**config.mk**
```make
export PLATFORM = sky130hd
export DESIGN_NAME = cwm_sorter
export DESIGN_NICKNAME = d
export VERILOG_FILES = /design/src/design/cwm_pkg.sv /design/src/design/cwm_cell.sv /design/src/design/cwm_sorter.sv
export SDC_FILE = /design/constraint.sdc
export NUM_CORES = 2
export LEC_CHECK = 0
export ABC_AREA = 1
export BUFFER_PORTS_ARGS = -buffer_cell sky130_fd_sc_hd__buf_2
export CAP_MARGIN = 20
export CORE_MARGIN = 2
export CORE_UTILIZATION = 50
export DETAILED_ROUTE_END_ITERATION = 16
export PLACE_DENSITY = 0.68
export SETUP_SLACK_MARGIN = 0.5
export SLEW_MARGIN = 40
export SYNTH_ARGS = -nofsm -noshare
export SYNTH_HDL_FRONTEND = slang
export SYNTH_SLANG_ARGS = --single-unit
```
**constraint.sdc**
```tcl
create_clock -name i_clk -period 3.8 [get_ports i_clk]
set_input_delay 0.38 -clock i_clk [delete_from_list [all_inputs] [get_ports i_clk]]
set_output_delay 0.38 -clock i_clk [all_outputs]
set_load 0.01 [all_outputs]
```
**src/design/cwm_pkg.sv**
```systemverilog
// Shared types and constants for the clipped window median filter.
`timescale 1ns / 1ps

package cwm_pkg;

    localparam int PIX_W          = 8;
    localparam int CFG_W          = 11;
    localparam int CFG_IDX_W      = 2;
    localparam int DEF_MAX_WIDTH  = 1024;
    localparam int DEF_MAX_HEIGHT = 1024;
    localparam int DEF_MAX_WIN    = 7;

    localparam logic [CFG_IDX_W-1:0] CFG_WIN    = 2'd0;
    localparam logic [CFG_IDX_W-1:0] CFG_WIDTH  = 2'd1;
    localparam logic [CFG_IDX_W-1:0] CFG_HEIGHT = 2'd2;

    localparam logic REQ_PIXEL = 1'b0;

    localparam logic [2:0]       RST_WIN = 3'd3;
    localparam logic [CFG_W-1:0] RST_DIM = 11'd1024;

    // contents of one sorting cell
    typedef struct packed {
        logic             vld;
        logic [PIX_W-1:0] val;
    } t_cell;

    // control broadcast to every cell
    typedef struct packed {
        logic             clr;
        logic             ins;
        logic             shift;
        logic [PIX_W-1:0] val;
    } t_cell_ctl;

endpackage

```
**src/design/cwm_cell.sv**
```systemverilog
// One cell of the insertion sorting chain.
`timescale 1ns / 1ps

module cwm_cell #(
    parameter bit FIRST = 1'b0
) (
    input  logic              i_clk,
    input  logic              i_rst_n,
    input  cwm_pkg::t_cell_ctl i_ctl,
    input  cwm_pkg::t_cell    i_prev,
    input  cwm_pkg::t_cell    i_next,
    output cwm_pkg::t_cell    o_cell
);

    cwm_pkg::t_cell r_cell;
    cwm_pkg::t_cell n_cell;
    logic           w_keep;
    logic           w_take;

    always_comb begin
        w_keep = r_cell.vld && (r_cell.val <= i_ctl.val);
        w_take = FIRST || (i_prev.vld && (i_prev.val <= i_ctl.val));
        n_cell = r_cell;
        if (i_ctl.clr) begin
            n_cell.vld = 1'b0;
        end else if (i_ctl.shift) begin
            n_cell = i_next;
        end else if (i_ctl.ins && !w_keep) begin
            // larger values move one cell up, the new value lands at the boundary
            if (w_take) begin
                n_cell.vld = 1'b1;
                n_cell.val = i_ctl.val;
            end else begin
                n_cell = i_prev;
            end
        end
    end

    always_ff @(posedge i_clk) begin
        if (!i_rst_n) begin
            r_cell.vld <= 1'b0;
        end else begin
            r_cell.vld <= n_cell.vld;
        end
        r_cell.val <= n_cell.val;
    end

    assign o_cell = r_cell;

endmodule

```
**src/design/cwm_sorter.sv**
```systemverilog
// Chain of sorting cells; head of the chain is the smallest value.
`timescale 1ns / 1ps

module cwm_sorter #(
    parameter int NCELL = 49
) (
    input  logic               i_clk,
    input  logic               i_rst_n,
    input  cwm_pkg::t_cell_ctl i_ctl,
    output cwm_pkg::t_cell     o_head
);

    cwm_pkg::t_cell w_cell [NCELL];

    for (genvar i = 0; i < NCELL; i++) begin : g_cell
        cwm_pkg::t_cell w_prev;
        cwm_pkg::t_cell w_next;
        if (i == 0) begin : g_first
            assign w_prev = '0;
        end else begin : g_prev
            assign w_prev = w_cell[i-1];
        end
        if (i == NCELL - 1) begin : g_last
            assign w_next = '0;
        end else begin : g_nxt
            assign w_next = w_cell[i+1];
        end
        cwm_cell #(.FIRST(i == 0)) u_cell (
            .i_clk  (i_clk),
            .i_rst_n(i_rst_n),
            .i_ctl  (i_ctl),
            .i_prev (w_prev),
            .i_next (w_next),
            .o_cell (w_cell[i])
        );
    end

    assign o_head = w_cell[0];

endmodule

```
# After elaboration in Yosys (flattened, before gate mapping)
# Cells that the tools add are included.
[totals] mem_count=0 latch_bits=0 elab_cells=541 mem_bits_rw=0 register_bits=441 mem_bits_ro=0 output_inout_bits=9 inputBits=13
[op_classes] mux=145 eq_ne=0 bitwise_logic=2 reduce_logical=247 div=0 n_addsub=0 n_shift=0 order_cmp=49 n_mul=0
[op_table] cell="$mux 9" count=144
[op_table] cell="$le 8x8->1" count=49
[op_table] cell="$logic_and 1x1->1" count=98
[op_table] cell="$reduce_and 2->1" count=49
[op_table] cell="$reduce_bool 2->1" count=49
[op_table] cell="$logic_not 1->1" count=49
[op_table] cell="$mux 8" count=1
[op_table] cell="$reduce_or 3->1" count=1
[op_table] cell="$not 1->1" count=2
[op_table] cell="$reduce_or 2->1" count=1

# Depth between registers and ports, before layout
[depth] depth_word=6 mapped_depth=17 mapped_depth_nobuf=16

# Cells and area by module
# A second synthesis with hierarchy kept.
[unflattened] cells_unflattened=6552 area_unflattened_um2=47082.7
[modules_own_cells] mod="cwm_cell (g_cell[10].u_cell ...)" area_per_inst_um2=968.4 cells_per_inst=135 n_inst=48
[modules_own_cells] mod="cwm_cell (g_cell[0].u_cell)" area_per_inst_um2=594.3 cells_per_inst=71 n_inst=1
[modules_own_cells] mod="cwm_sorter" area_per_inst_um2=3.8 cells_per_inst=1 n_inst=1

# Least setup slack after synthesis
# No wires, ideal clock.
[synth_path] path_kind="input to register" start="input port i_ctl[7] in the netlist's numbering" end="register g_cell[47].u_cell.r_cell (netlist bit g_cell[47].u_cell.o_cell[0]) (enable)" stages=12 path_buffers=3 t_arrival_ns=3.499 path_slack_ns=-0.074 setup_time_ns=0.375 cell_sequence="inv_1 > buf_2 > clkbuf_1 > ha_1 > nand2_1 > nor2_1 > nand4_1 > nand2_1 > nand2_1 > buf_2 > nand2_1 > a21oi_1"
[synth_between] elab_chain_len=6
[synth_rtl] element="start, declared" line="cwm_sorter.sv:9" rtl="input cwm_pkg::t_cell_ctl i_ctl,"
[synth_rtl] element="$le 8x8->1" line="cwm_cell.sv:21" rtl="w_keep = r_cell.vld && (r_cell.val <= i_ctl.val);"
[synth_rtl] element="$logic_and 1x1->1" line="cwm_cell.sv:21"
[synth_rtl] element="$logic_not 1->1" line="cwm_cell.sv:28" rtl="end else if (i_ctl.ins && !w_keep) begin"
[synth_rtl] element="$logic_and 1x1->1" line="cwm_cell.sv:28"
[synth_rtl] element="$reduce_bool 2->1 (no line)"
[synth_rtl] element="$reduce_and 2->1 (no line)"
[synth_rtl] element="end, declared" line="cwm_cell.sv:15" rtl="cwm_pkg::t_cell r_cell;"
# No other way between the ends.
# A chain may end at the register's enable or synchronous reset.

# Worst setup path after layout
[layout_path] start="register g_cell[0].u_cell.r_cell (netlist bit g_cell[0].u_cell.o_cell[3])" end="register g_cell[0].u_cell.r_cell (netlist bit g_cell[0].u_cell.o_cell[7]) (enable)"
[layout_between] elab_chain_len=6
[layout_rtl] element="start, declared" line="cwm_cell.sv:15"
[layout_rtl] element="$le 8x8->1" line="cwm_cell.sv:21"
[layout_rtl] element="$logic_and 1x1->1" line="cwm_cell.sv:21"
[layout_rtl] element="$logic_not 1->1" line="cwm_cell.sv:28"
[layout_rtl] element="$logic_and 1x1->1" line="cwm_cell.sv:28"
[layout_rtl] element="$reduce_bool 2->1 (no line)"
[layout_rtl] element="$reduce_and 2->1 (no line)"
# No other way between the ends.

==> qor.yml <==
timing:
  hold_viol: 0
  max_freq_mhz: 379
  rsz0062_at_grt: "no"
  min_period_over_period_pct: 69.5
  tightest_slew_ps: 874
  fin_crit_ps: 2640
  final.setup.tns_ps: 0
  slew_headroom_pct: 41.8
  layout_setup_ws_ps: 1160
  skew_ps: 24.2
  slew_violations: 0
  setup_viol: 0
finish:
  ff_latch_area_um2: 12800
  multi_input_area_um2: 17500
  utilization_pct: 55.4
  fin_area_um2: 36600
  fillers: 6304
  drive_above_1_share_pct: 6.60
  area_growth_pct: 9.57
  layout_common_cells: "nand2_1 (1,668), inv_1 (562), nand3_1 (394), ha_1 (392), edfxtp_1 (392)"
  largest_register_ffs: 441
  mostFrequentLayoutCell: "nand2_1"
  nNetsFinal: 4954
  antenna_cells: 0
critical_path:
  critPathLaunchType: "register"
  critPathArrivalTime_ps: 2870
  reg2reg_slack_ps: 1160
  cp-end-kind: "register"
  cp_max_fo: 9
  r2r_cells: 9
  required_ps: 4030
  r2r_start: "g_cell[0].u_cell.o_cell[3]"
  cp-startpoint: "g_cell[0].u_cell.o_cell[3]"
  crit_end: "g_cell[0].u_cell.o_cell[7]"
  path_class: "reg2reg"
  r2r-end: "g_cell[0].u_cell.o_cell[7]"
power_and_ir_drop:
  power.density_nw_per_um2: 389
  power_leakage_nw: 18.6
  peakVddDrop_mv: 0.463
yosys:
  synth_cell_types: 25
  synth-main-ff-cell: "edfxtp_1"
  yosys.area.top_type: "edfxtp_1"
  syn_area_per_cell_um2: 7.34
  yosysWarnings: 0
  synth_seq_cells: 441
  synth_seq_area_share_pct: 38.2
  syn-num-nets: 4951
  synth_edf_count: 392
  async_reset_ff_share_pct: 0
  syn_area_um2: 33400
  synth_top_area_share_pct: 35.3
  syn_inst: 4546
  synth_area_leaders: "edfxtp_1 (35%), nand2_1 (19%), ha_1 (15%)"
run_status:
  status: "finished, final reports clean"
routing:
  drc: 0
  drt_iter0_markers: 2690
  wl_um: 90100
  vias: 29300
  ant_nets: 0
  first_pass_iters: 5
  detail_route.wl_per_cell_um: 16.5
  routed_via_density: 5.36
min_path:
  worstHoldPathType: "in2reg"
clock_tree:
  h-tree-depth: 2
  cts_tree: "done"
  post_cts_resized: 0
  post_cts_buffers: 0
  cts_sinks: 441
  clockBufferDepth: 3
  clkLatencyLatePin_ps: 620
  clk_pin_slew_worst_paths_ps: 60
  postCtsHoldBufs: 0
  ctsRootBufferMaster: "clkbuf_16"
  cts_made_buffers: 53
grt:
  grt-ovfl-total: 0
  gr-usage-all-layers_pct: 25.7
  antenna_found_initial: 0
  grt_pass1_vias: 27300
  grt_pass1_wl_um: 144000
  grt_max_degree: 277
floorplan:
  num_rows: 94
  die_h_um: 262
  io_pins: 22
  coreArea_um2: 66000
  initial_core_util_pct: 50.6
  fp.dieW_um: 262
  dieArea_um2: 68800
placed_design:
  dp_hpwl_um: 64000
  port_buffers: 21
  place_area_um2: 34800
  gp_congestion: 0.870
  pre_cts_slack_ps: 768
flow_run:
  drv_cap: 0
==> cell families (layout without fill, tap and decap cells) <==
logic type               after synthesis  after routing  synth area share [%]
AO/OA/AOI/OAI                        526            526                  8.13
adder cells (fa/ha/maj)              392            392                  14.7
AND/OR/NAND/NOR                     2385           2385                  29.1
multiplexers                          17             17                 0.510
buffers and inverters                785            832                  9.38
flip-flops                           441            441                  38.2
==> synth_stat cells (15+ instances only) <==
cell type and count:
inv_1 570, o21ai_0 243, nand3_1 394, mux2i_1 17
inv_2 45, o21ai_1 76, buf_4 26, nor2_1 211
edfxtp_1 392, nand2_1 1668, nand2_2 48, ha_1 392
dfxtp_1 49, buf_2 50, a21o_1 32, nand4_1 49
clkbuf_1 86, nor3_1 15, a21oi_1 173
==> metal layers <==
metal,vias up,track usage [%],wire length [um],part of all wire [%]
li1,14800,-,-,-
met1,13400,35.3,40400,45
met2,887,42.9,41800,46
met3,145,2.61,5610,6.2
met4,0,7.58,2370,2.6
met5,-,0,0,0
==> worst max-delay path: stages, from the launching register on <==
cell and delay, ps:
edfxtp_1 500, ha_1 350, nand2_1 70, o21ai_0 200, nand2_1 80, nand3_1 90, nand2_2 130, nand2_2 170
nand2_1 70, a21oi_1 610
==> through the flow <==
step                total power, mW  instances  hold slack (ps)
floorplan                      8.08       4546              490
finish                         14.2       5457              139
detailed placement             8.95       5358              510
CTS                            14.3       5457              117
global route                   14.9       5457              149
global placement               8.87       5357              506
==> worst min path at each step <==
stage | end | cells after the start | slack, ps | start
finish | g_cell[47].u_cell.o_cell[7] | 3 | 140 | i_ctl[7]
global route | g_cell[47].u_cell.o_cell[7] | 3 | 150 | i_ctl[7]
CTS | g_cell[47].u_cell.o_cell[7] | 3 | 120 | i_ctl[7]
detailed placement | g_cell[13].u_cell.o_cell[8] | 2 | 510 | g_cell[13].u_cell.o_cell[8]
global placement | g_cell[13].u_cell.o_cell[8] | 2 | 510 | g_cell[13].u_cell.o_cell[8]
floorplan | g_cell[13].u_cell.o_cell[8] | 2 | 490 | g_cell[13].u_cell.o_cell[8]
==> where the power goes <==
| part | switching (mW) | internal, mW |
|---|---|---|
| registers | 0.261 | 5.77 |
| logic | 1.85 | 0.995 |
| clock network | 2.16 | 3.19 |
==> area by class of cell <==
| class | instances | share of cell area [%] |
|---|---|---|
| Clock buffer | 73 | 4.05 |
| Clock inverter | 26 | 0.869 |
| Inverter | 617 | 6.45 |
| Multi-Input combinational cell | 3320 | 47.9 |
| Sequential cell | 441 | 34.9 |
| Tap cell | 864 | 2.96 |
| Timing Repair Buffer | 116 | 2.93 |
Power figures use the tool's default switching activity.
